==> src/hw/rtl/fudw_pkg.sv <==
// Shared types, constants and the display address map of the framed UART display writer.
`default_nettype none

package fudw_pkg;

	localparam logic [7:0] START_RESET = 8'hA0;
	localparam logic [7:0] END_RESET   = 8'h0A;
	localparam logic [7:0] ACK_RESET   = 8'h0D;
	localparam logic [7:0] ADDR_BASE   = 8'hC0;
	localparam logic [7:0] ADDR_MASK   = 8'h0F;
	localparam int unsigned POS_W      = 4;
	localparam int unsigned APB_ADDR_W = 4;

	localparam logic [1:0] REG_START = 2'd0;
	localparam logic [1:0] REG_END   = 2'd1;
	localparam logic [1:0] REG_ACK   = 2'd2;

	typedef enum logic [2:0] {
		ST_IDLE,
		ST_RECV,
		ST_PAIR,
		ST_CMD,
		ST_ACK
	} state_t;

	typedef enum logic [2:0] {
		KIND_NONE,
		KIND_ADDR,
		KIND_DATA,
		KIND_CMD,
		KIND_ACK
	} item_kind_t;

	typedef struct packed {
		logic       store;
		logic       first;
		logic       advance;
		item_kind_t load;
	} dp_cmd_t;

	typedef struct packed {
		logic is_start;
		logic frame_full;
		logic frame_good;
		logic cmd_nonzero;
		logic pair_last;
		logic phase;
		logic out_free;
	} dp_status_t;

	function automatic logic [7:0] addr_map(input logic [POS_W-1:0] idx);
		logic [7:0] v;
		unique case (idx)
			4'd0:    v = 8'h00;
			4'd1:    v = 8'h01;
			4'd2:    v = 8'h02;
			4'd3:    v = 8'h03;
			4'd4:    v = 8'h04;
			4'd5:    v = 8'h05;
			4'd6:    v = 8'h06;
			4'd7:    v = 8'h08;
			4'd8:    v = 8'h0A;
			4'd9:    v = 8'h0C;
			4'd10:   v = 8'h0E;
			4'd11:   v = 8'h0F;
			default: v = 8'h00;
		endcase
		return v;
	endfunction

endpackage

`default_nettype wire

==> src/hw/rtl/framed_uart_to_display_writer_core.sv <==
// Top level: configuration registers, controller and datapath of the framed UART display writer.
// A good frame's closing byte moves the controller to ST_PAIR, which loads the first result.
// Throughput: one received byte per cycle while collecting a frame; a good frame then gives
// 2*DATA_SLOTS+1 or 2*DATA_SLOTS+2 results (25 or 26), one per cycle while m_tready holds.
// Input requests are not taken during a run; the output register alone paces it.
// Reset: arst_n clears state and counters and loads the markers 0xA0, 0x0A, 0x0D.
`default_nettype none

module framed_uart_to_display_writer_core #(
	parameter int unsigned FRAME_LEN  = 15,
	parameter int unsigned DATA_SLOTS = 12
) (
	input  wire                                clk,
	input  wire                                arst_n,
	input  wire                                s_tvalid,
	output logic                               s_tready,
	input  wire  [7:0]                         s_tdata,   // [7:0] rx_byte
	output logic                               m_tvalid,
	input  wire                                m_tready,
	output logic [7:0]                         m_tdata,   // [7:0] out_byte
	output logic [1:0]                         m_tuser,   // [0] destination, [1] strobe_first
	output logic                               m_tlast,   // last_of_run
	input  wire                                psel,
	input  wire                                penable,
	input  wire                                pwrite,
	input  wire  [fudw_pkg::APB_ADDR_W-1:0]    paddr,
	input  wire  [31:0]                        pwdata,
	output logic [31:0]                        prdata,
	output logic                               pready
);
	import fudw_pkg::*;

	logic [7:0] start_marker_q;
	logic [7:0] end_marker_q;
	logic [7:0] ack_value_q;
	logic       cfg_wr;
	logic [1:0] reg_idx;
	logic       reg_hit;
	dp_cmd_t    cmd;
	dp_status_t status;

	assign pready  = 1'b1;
	assign cfg_wr  = psel && penable && pwrite && pready;
	assign reg_idx = paddr[3:2];
	assign reg_hit = (paddr[1:0] == 2'b00);

	always_ff @(posedge clk or negedge arst_n) begin
		if (!arst_n) begin
			start_marker_q <= START_RESET;
			end_marker_q   <= END_RESET;
			ack_value_q    <= ACK_RESET;
		end else if (cfg_wr && reg_hit) begin
			unique case (reg_idx)
				REG_START: start_marker_q <= pwdata[7:0];
				REG_END:   end_marker_q   <= pwdata[7:0];
				REG_ACK:   ack_value_q    <= pwdata[7:0];
				default:   ack_value_q    <= ack_value_q;
			endcase
		end
	end

	always_comb begin
		prdata = 32'h0;
		if (reg_hit) begin
			unique case (reg_idx)
				REG_START: prdata = 32'(start_marker_q);
				REG_END:   prdata = 32'(end_marker_q);
				REG_ACK:   prdata = 32'(ack_value_q);
				default:   prdata = 32'h0;
			endcase
		end
	end

	fudw_ctrl u_ctrl (
		.clk      (clk),
		.arst_n   (arst_n),
		.s_tvalid (s_tvalid),
		.s_tready (s_tready),
		.status   (status),
		.cmd      (cmd)
	);

	fudw_datapath #(
		.FRAME_LEN  (FRAME_LEN),
		.DATA_SLOTS (DATA_SLOTS)
	) u_datapath (
		.clk          (clk),
		.arst_n       (arst_n),
		.rx_byte      (s_tdata),
		.start_marker (start_marker_q),
		.end_marker   (end_marker_q),
		.ack_value    (ack_value_q),
		.cmd          (cmd),
		.status       (status),
		.m_tready     (m_tready),
		.m_tvalid     (m_tvalid),
		.m_tdata      (m_tdata),
		.m_tuser      (m_tuser),
		.m_tlast      (m_tlast)
	);

endmodule

`default_nettype wire

==> src/hw/rtl/fudw_ctrl.sv <==
// Controller state machine: frame reception and sequencing of the output run.
`default_nettype none

module fudw_ctrl (
	input  wire                  clk,
	input  wire                  arst_n,
	input  wire                  s_tvalid,
	output logic                 s_tready,
	input  fudw_pkg::dp_status_t status,
	output fudw_pkg::dp_cmd_t    cmd
);
	import fudw_pkg::*;

	state_t state_q;
	state_t state_d;

	always_ff @(posedge clk or negedge arst_n) begin
		if (!arst_n) begin
			state_q <= ST_IDLE;
		end else begin
			state_q <= state_d;
		end
	end

	always_comb begin
		state_d     = state_q;
		s_tready    = 1'b0;
		cmd.store   = 1'b0;
		cmd.first   = 1'b0;
		cmd.advance = 1'b0;
		cmd.load    = KIND_NONE;
		unique case (state_q)
			ST_IDLE: begin
				s_tready = 1'b1;
				if (s_tvalid && status.is_start) begin
					cmd.store = 1'b1;
					cmd.first = 1'b1;
					state_d   = ST_RECV;
				end
			end
			ST_RECV: begin
				s_tready = 1'b1;
				if (s_tvalid) begin
					cmd.store = 1'b1;
					if (status.frame_full) begin
						state_d = status.frame_good ? ST_PAIR : ST_IDLE;
					end
				end
			end
			ST_PAIR: begin
				if (status.out_free) begin
					cmd.load    = status.phase ? KIND_DATA : KIND_ADDR;
					cmd.advance = 1'b1;
					if (status.pair_last) begin
						state_d = status.cmd_nonzero ? ST_CMD : ST_ACK;
					end
				end
			end
			ST_CMD: begin
				if (status.out_free) begin
					cmd.load = KIND_CMD;
					state_d  = ST_ACK;
				end
			end
			ST_ACK: begin
				if (status.out_free) begin
					cmd.load = KIND_ACK;
					state_d  = ST_IDLE;
				end
			end
			default: begin
				state_d = ST_IDLE;
			end
		endcase
	end

endmodule

`default_nettype wire

==> src/hw/rtl/fudw_datapath.sv <==
// Datapath: frame store, byte and slot counters, and the output register.
`default_nettype none

module fudw_datapath #(
	parameter int unsigned FRAME_LEN  = 15,
	parameter int unsigned DATA_SLOTS = 12
) (
	input  wire                  clk,
	input  wire                  arst_n,
	input  wire  [7:0]           rx_byte,
	input  wire  [7:0]           start_marker,
	input  wire  [7:0]           end_marker,
	input  wire  [7:0]           ack_value,
	input  fudw_pkg::dp_cmd_t    cmd,
	output fudw_pkg::dp_status_t status,
	input  wire                  m_tready,
	output logic                 m_tvalid,
	output logic [7:0]           m_tdata,
	output logic [1:0]           m_tuser,
	output logic                 m_tlast
);
	import fudw_pkg::*;

	localparam int unsigned CW  = $clog2(FRAME_LEN);
	localparam int unsigned SLW = (DATA_SLOTS > 1) ? $clog2(DATA_SLOTS) : 1;

	logic [7:0]     store_q [FRAME_LEN];
	logic [CW-1:0]  count_q;
	logic [CW-1:0]  wr_idx;
	logic [SLW-1:0] slot_q;
	logic           phase_q;
	logic           out_valid_q;
	logic           out_dest_q;
	logic           out_strobe_q;
	logic           out_last_q;
	logic [7:0]     out_byte_q;
	logic [POS_W-1:0] data_pos;
	logic [7:0]     data_byte;
	logic [7:0]     addr_byte;
	logic [7:0]     cmd_byte;

	assign wr_idx = cmd.first ? '0 : count_q;

	always_ff @(posedge clk) begin
		if (cmd.store) begin
			store_q[wr_idx] <= rx_byte;
		end
	end

	always_ff @(posedge clk or negedge arst_n) begin
		if (!arst_n) begin
			count_q <= '0;
			slot_q  <= '0;
			phase_q <= 1'b0;
		end else begin
			if (cmd.store) begin
				count_q <= wr_idx + 1'b1;
			end
			if (cmd.first) begin
				slot_q  <= '0;
				phase_q <= 1'b0;
			end else if (cmd.advance) begin
				phase_q <= ~phase_q;
				if (phase_q) begin
					slot_q <= slot_q + 1'b1;
				end
			end
		end
	end

	assign data_pos  = POS_W'(slot_q) + POS_W'(1);
	assign data_byte = (data_pos < POS_W'(FRAME_LEN)) ? store_q[data_pos[CW-1:0]] : 8'h00;
	assign addr_byte = ADDR_BASE | (addr_map(POS_W'(slot_q)) & ADDR_MASK);
	assign cmd_byte  = store_q[FRAME_LEN-2];

	always_ff @(posedge clk or negedge arst_n) begin
		if (!arst_n) begin
			out_valid_q <= 1'b0;
		end else if (cmd.load != KIND_NONE) begin
			out_valid_q <= 1'b1;
		end else if (m_tready) begin
			out_valid_q <= 1'b0;
		end
	end

	always_ff @(posedge clk) begin
		unique case (cmd.load)
			KIND_ADDR: begin
				out_dest_q   <= 1'b0;
				out_strobe_q <= 1'b1;
				out_byte_q   <= addr_byte;
				out_last_q   <= 1'b0;
			end
			KIND_DATA: begin
				out_dest_q   <= 1'b0;
				out_strobe_q <= 1'b0;
				out_byte_q   <= data_byte;
				out_last_q   <= 1'b0;
			end
			KIND_CMD: begin
				out_dest_q   <= 1'b0;
				out_strobe_q <= 1'b1;
				out_byte_q   <= cmd_byte;
				out_last_q   <= 1'b0;
			end
			KIND_ACK: begin
				out_dest_q   <= 1'b1;
				out_strobe_q <= 1'b0;
				out_byte_q   <= ack_value;
				out_last_q   <= 1'b1;
			end
			default: begin
				out_dest_q   <= out_dest_q;
			end
		endcase
	end

	assign status.is_start    = (rx_byte == start_marker);
	assign status.frame_full  = (count_q == CW'(FRAME_LEN - 1));
	assign status.frame_good  = (rx_byte == end_marker) && (store_q[0] == start_marker);
	assign status.cmd_nonzero = (cmd_byte != 8'h00);
	assign status.pair_last   = phase_q && (slot_q == SLW'(DATA_SLOTS - 1));
	assign status.phase       = phase_q;
	assign status.out_free    = !out_valid_q || m_tready;

	assign m_tvalid = out_valid_q;
	assign m_tdata  = out_byte_q;
	assign m_tuser  = {out_strobe_q, out_dest_q};
	assign m_tlast  = out_last_q;

endmodule

`default_nettype wire

==> config.mk <==
export PLATFORM = sky130hd
export DESIGN_NAME = framed_uart_to_display_writer_core
export DESIGN_NICKNAME = d
export VERILOG_FILES = /design/src/hw/rtl/fudw_pkg.sv /design/src/hw/rtl/framed_uart_to_display_writer_core.sv /design/src/hw/rtl/fudw_ctrl.sv /design/src/hw/rtl/fudw_datapath.sv
export SDC_FILE = /design/constraint.sdc
export NUM_CORES = 1
export LEC_CHECK = 0
export BUFFER_PORTS_ARGS = -buffer_cell sky130_fd_sc_hd__buf_2
export CAP_MARGIN = 20
export CORE_UTILIZATION = 45
export DETAILED_ROUTE_END_ITERATION = 7
export GPL_ROUTABILITY_DRIVEN = 0
export PLACE_DENSITY = 0.73
export SYNTH_ARGS = -nofsm -noshare
export SYNTH_HDL_FRONTEND = slang
export SYNTH_SLANG_ARGS = --single-unit
==> constraint.sdc <==
create_clock -name clk -period 3.75 [get_ports clk]
set_clock_uncertainty 0.1 [all_clocks]
set_input_delay 0.75 -clock clk [delete_from_list [all_inputs] [get_ports clk]]
set_output_delay 0.75 -clock clk [all_outputs]
set_load 0.01 [all_outputs]
==> results by group, run 1 <==
Status
  – Run status: finished clean

Route
  – Via count: 4668
  – Post-route ant nets: 0
  – Drt pass-1 iters: 8
  – Avg WL per Cell: 20.6 um
  – Routed vias/inst: 5.58
  – Initial drt markers: 537
  – Post-Route WL: 17300 um
  – DRC violations left: 0

Power
  – Sequential share of power: 46.5%
  – Peak supply drop: 333 uV
  – Leakage power: 3.46 nW
  – P_int: 3.45 mW
  – Pwr Density: 513 nW/um2
  – Switching Power: 1.15 mW
  – Switch share: 24.9%
  – Power share of the combinational group: 12.8%
  – Clock power share: 40.7%

Timing
  – Max frequency: 330 MHz
  – PnR worst setup slack: 0.721 ns
  – Worst Hold Slack: 0.321 ns
  – Period utilization: 80.8%
  – Final hold vios: 0
  – Measured slew at the worst slew-check pin: 0.845 ns
  – Final Max Tran Viols: 0
  – Worst rel slew slack: 43.6%
  – RSZ-0062 raised after global routing: no
  – Sum Neg Setup Slack: 0 ns
  – Final min period: 3.03 ns
  – Count of final setup violators: 0

Setup path
  – Worst path cell trace: inv_1, ha_1, buf_4, mux4_2, nor2b_1, a211oi_1, o31ai_1
  – Buf+Inv Stages, Crit Path: 2
  – Crit path launch type: flip-flop
  – Data required time of the worst path: 3.81 ns
  – Worst EP arrival: 3.09 ns
  – Cell family with most CP delay: adder cells
  – CP Class: reg2reg
  – Crit end category: flip-flop
  – Crit path largest cell delay: 0.85 ns
  – Largest fanout on the critical path: 15
  – Crit-path slowest cell: ha_1

Floorplan
  – Vert. Die Dim: 135 um
  – Area of the core: 17300 um2
  – Die ar.: 18300 um2
  – Die Wd: 135 um
  – FP Rows: 48
  – Initial Utilization: 46.1%
  – Ports: 97

CTS
  – TritonCTS clock tree: done
  – Setup bufs post-CTS: 0
  – CTS HTree Levels: 4
  – Cts hold-fix bufs: 0
  – Max clock buf depth: 2
  – Clock latency at the later pin of the worst-skew pair: 0.43 ns
  – Root buf cell: clkbuf_16
  – Clock-pin slew on the worst setup and hold paths: 0.07 ns
  – Clock sinks: 167
  – CTS Buf Count: 17
  – CTS resizes: 0

Synthesis
  – Count of different cell masters after synthesis: 65
  – Synth Area in Adders: 1.88%
  – Complex-gate fraction of the synthesized area: 6.10%
  – Yosys Warn Count: 0
  – Post-synth EDFFs: 130
  – Seq/Total Area, Yosys: 60.7%
  – Post-Syn Instances: 543
  – Asr flop ratio synth: 22.2%
  – Post-synthesis simple-gate area fraction: 9.49%
  – Mapped Avg Cell Area: 14.7 um2
  – Area of the mapped netlist: 7970 um2
  – Xor and xnor area share after synthesis: 3.73%
  – #FFs+latches synth: 167
  – Largest family of logic cells by synthesized area: multiplexers
  – Main synth FF type: edfxtp_1
  – Mux cell area share after synthesis: 12.9%

Placement
  – Post-place setup slack: 0.608 ns
  – I/O Buffers: 47
  – Post-DP HPWL: 12300 um

Finish
  – Most common cell after layout, fill and taps aside: edfxtp_1
  – Synth-to-layout area growth: 12.4%
  – Commonest cells after routing, fill and taps aside: 130 x edfxtp_1, 47 x buf_2, 33 x nor2_1, 31 x nand2_1, 29 x dfrtp_1
  – Final nets: 662
  – Layout cells sized above 1: 27.6%
  – Antenna cell count: 0
  – Final core utilization: 51.8%

Worst hold path
  – Hold Path Class: in2async

Global route
  – Antenna violations before repair: 0
  – Largest net degree at the start of global routing: 39
  – Vias in the first global route: 4555
  – Global-route total usage across every layer: 20.3%
  – First-pass GRT wire length: 26400 um
  – GRT overflow: 0

Run
  – Max cap viols: 0
-- power groups by stage --
stage / clock network [mW] / logic, mW / registers (mW)
final: 1.87 / 0.589 / 2.14
after detailed placement: 0 / 0.586 / 2.18
after global routing: 1.95 / 0.642 / 2.15
after global placement: 0 / 0.571 / 2.17
after floorplan: 0 / 0.457 / 2.14
after CTS: 1.89 / 0.590 / 2.14
-- routing by layer --
| layer | up-vias | global-route usage [%] | wire [um] |
|---|---|---|---|
| met5 | - | 0 | 0 |
| met4 | 0 | 9.80 | 486 |
| met3 | 31 | 3.94 | 1070 |
| met2 | 213 | 32.9 | 8660 |
| met1 | 2306 | 26.3 | 7050 |
| li1 | 2118 | - | - |
-- logic make-up after synthesis --
family	after synthesis
compound gates	68
xor+xnor	31
fa+ha+maj	12
buf+inv	58
flops	167
mux	71
other cells	2
simple gates	134
-- final timing paths --
| path | start | end | slack [ns] | cells after the start |
|---|---|---|---|---|
| max in group asynchronous | arst_n | u_datapath.slot_q[0] | 2.66 | 1 |
| min in group clk | end_marker_q[2] | end_marker_q[2] | 0.46 | 1 |
| min | arst_n | u_datapath.slot_q[1] | 0.32 | 1 |
| max | u_datapath.slot_q[1] | u_datapath.m_tdata[3] | 0.72 | 7 |
| min reg2reg | end_marker_q[2] | end_marker_q[2] | 0.46 | 1 |
| max reg2reg | u_datapath.slot_q[1] | u_datapath.m_tdata[3] | 0.72 | 7 |
-- registers in the layout, summed over array words and instances, names as in the netlist --
| name | flops |
|---|---|
| ack_value_q | 8 |
| end_marker_q | 8 |
| start_marker_q | 8 |
| u_ctrl.state_q | 3 |
| u_datapath.count_q | 4 |
| u_datapath.m_tdata | 8 |
| u_datapath.m_tvalid | 1 |
| u_datapath.out_dest_q | 1 |
| u_datapath.out_strobe_q | 1 |
| u_datapath.phase_q | 1 |
| u_datapath.slot_q | 4 |
| u_datapath.store_q | 120 |
-- cell type report --
type                       count  area [um2]
clock buffer                  18         429
clock inverter                14         210
fill                        1393        8340
inverter                      10        37.5
multi-input combinational    341        2810
sequential                   167        4840
tap                          225         282
timing repair buffer          62         348
-- through the flow --
stage | std cells | power [mW] | instance area [um2]
after detailed placement | 805 | 2.76 | 8320
after floorplan | 566 | 2.60 | 8060
after global routing | 837 | 4.74 | 8960
after global placement | 805 | 2.74 | 8320
after CTS | 837 | 4.62 | 8960
final | 837 | 4.60 | 8960
-- synthesized netlist by cell type (all sizes together) (3+ instances only) --
cell	count	share of area [%]
mux2	28	4.0
nand3	13	0.97
mux2i	21	2.6
o21a	4	0.38
inv	10	0.47
nand3b	3	0.44
ha	12	1.9
a22oi	7	0.66
and2b	4	0.38
a221oi	4	0.44
and3	9	0.71
nand2	33	1.6
xnor2	16	2.0
nand4	3	0.24
edfxtp	130	49
xor2	15	1.7
nor2	35	1.7
a21oi	11	0.69
nor4	5	0.39
and2	6	0.47
a21o	4	0.38
dfrtp	30	9.4
nor3	6	0.86
a222oi	4	0.50
mux4	22	6.3
nor2b	5	0.39
nand2b	6	0.50
dfstp	7	2.3
clkbuf	3	0.14
buf	45	4.5
o21ai	16	1.0
-- worst reg2reg max path, stage by stage, from the launching register on --
cell and delay (ns):
dfrtp_1 0.53, inv_1 0.12, ha_1 0.85, buf_4 0.30, mux4_2 0.31, nor2b_1 0.15
a211oi_1 0.27, o31ai_1 0.13
Note: power is estimated with default switching activity, not from simulation.
==> inputs of run 2 (changes only) <==
clock period = 3.1 ns   (was 3.75 ns; I/O delays follow)
==> results by group, run 2 (synthesis gave the netlist of run 1 again) <==
Status
  – Run status: finished clean

Route
  – Routed wl met2: 8760 um
  – Routed vias/inst: 5.65
  – Drt pass-1 iters: 7
  – Initial drt markers: 596
  – Met3 wire length: 1030 um
  – Post-Route WL: 17600 um
  – DRC violations left: 0
  – Max Used Layer: met4
  – Via count: 4731
  – Post-route ant nets: 0
  – DRT met1 WL: 7290 um
  – Avg WL per Cell: 21.1 um

Global route
  – Vias in the first global route: 4625
  – Largest net degree at the start of global routing: 41
  – GRT overflow: 0
  – Global-route total usage across every layer: 20.5%
  – First-pass GRT wire length: 26600 um
  – Antenna violations before repair: 0

Floorplan
  – Die Wd: 135 um
  – Ports: 97
  – Vert. Die Dim: 135 um
  – FP Rows: 48
  – Area of the core: 17300 um2
  – Die ar.: 18300 um2
  – Initial Utilization: 46.1%

Setup path
  – Crit path launch type: flip-flop
  – Data required time of the worst path: 3.15 ns
  – Worst Reg-to-Reg Cells: 6
  – Crit-path slowest cell: mux4_2
  – Worst path cell trace: inv_1, ha_1, buf_12, mux4_2, mux2i_1, o221ai_1
  – Worst EP arrival: 2.70 ns
  – Crit Reg-Reg Endpoint: u_datapath.m_tdata[4]
  – Crit end category: flip-flop
  – R2r startpoint: u_datapath.slot_q[1]
  – Largest fanout on the critical path: 40
  – CP Class: reg2reg
  – Reg2reg setup slack: 0.45 ns
  – Crit path largest cell delay: 0.54 ns

Timing
  – RSZ-0062 raised after global routing: no
  – Worst rel slew slack: 46.2%
  – Final hold vios: 0
  – Final Max Tran Viols: 0
  – Sum Neg Setup Slack: 0 ns
  – Final min period: 2.65 ns
  – Count of final setup violators: 0
  – Period utilization: 85.6%
  – Measured slew at the worst slew-check pin: 0.807 ns
  – Max frequency: 377 MHz

Finish
  – Layout Cells excl Fill: 837
  – Synth-to-layout area growth: 12.1%
  – Final core utilization: 51.7%
  – Commonest cells after routing, fill and taps aside: 130 x edfxtp_1, 47 x buf_2, 33 x nor2_1, 31 x nand2_1, 29 x dfrtp_1
  – Largest register FFs: 120
  – Most common cell after layout, fill and taps aside: edfxtp_1
  – Antenna cell count: 0
  – Final nets: 664
  – Reg with most FFs: u_datapath.store_q
  – Layout cells sized above 1: 27.0%

CTS
  – CTS HTree Levels: 4
  – Setup bufs post-CTS: 0
  – Clock sinks: 167
  – TritonCTS clock tree: done
  – Clock-pin slew on the worst setup and hold paths: 0.06 ns
  – CTS Buf Count: 17
  – CTS resizes: 0
  – Max clock buf depth: 2
  – Clock latency at the later pin of the worst-skew pair: 0.43 ns
  – Cts hold-fix bufs: 0
  – Root buf cell: clkbuf_16

Worst hold path
  – Hold Path Class: in2async

Power
  – Final Power: 5.42 mW
  – Peak supply drop: 432 uV
  – Pwr Density: 607 nW/um2
  – Leakage power: 3.45 nW

Placement
  – Cell Count Post-Placement: 807
  – I/O Buffers: 47
  – Post-DP HPWL: 12500 um

Run
  – Max cap viols: 0
[run 2: worst max-delay path by stage]
stage               slack [ns]                   endpoint  cells past startpoint            startpoint
floorplan                 0.47      u_datapath.m_tdata[7]                     10  u_datapath.slot_q[0]
global placement          0.39  u_datapath.store_q[10][0]                      7            s_tdata[6]
detailed placement        0.32  u_datapath.store_q[10][0]                      7            s_tdata[6]
CTS                       0.47      u_datapath.m_tdata[4]                      6  u_datapath.slot_q[1]
global route              0.36      u_datapath.m_tdata[4]                      5  u_datapath.slot_q[0]
finish                    0.45      u_datapath.m_tdata[4]                      6  u_datapath.slot_q[1]
[run 2: metrics by stage]
step / worst slack, ns / cell area [um2] / hold slack (ns)
global placement: 0.394 / 8350 / 0.443
detailed placement: 0.316 / 8350 / 0.445
global route: 0.360 / 8940 / 0.259
floorplan: 0.467 / 8060 / 0.224
CTS: 0.473 / 8940 / 0.198
finish: 0.445 / 8940 / 0.179
[run 2: layer usage]
metal	vias to the layer above	GRT usage [%]
li1	2120	-
met1	2351	26.1
met2	218	33.2
met3	42	4.54
met4	0	9.68
met5	-	0
[run 2: worst max-delay path: cells and delay by family (launching register included)]
family | cells | cell delay [ns]
adders and majority gates | 1 | 0.33
muxes | 2 | 0.86
buffers and inverters | 2 | 0.35
AOI/OAI and AO/OA | 1 | 0.19
DFF | 1 | 0.50
[run 2: where the power goes]
part,internal [mW],switching (mW),total [mW]
clock network,1.32,0.803,2.12
logic,0.315,0.399,0.714
registers,2.49,0.0965,2.59
[run 2: area by class of cell]
cell class | count | area [um2]
tap | 225 | 282
multi-input combinational | 341 | 2810
sequential | 167 | 4840
fill | 1391 | 8360
timing repair buffer | 64 | 375
inverter | 10 | 37.5
clock inverter | 12 | 160
clock buffer | 18 | 429
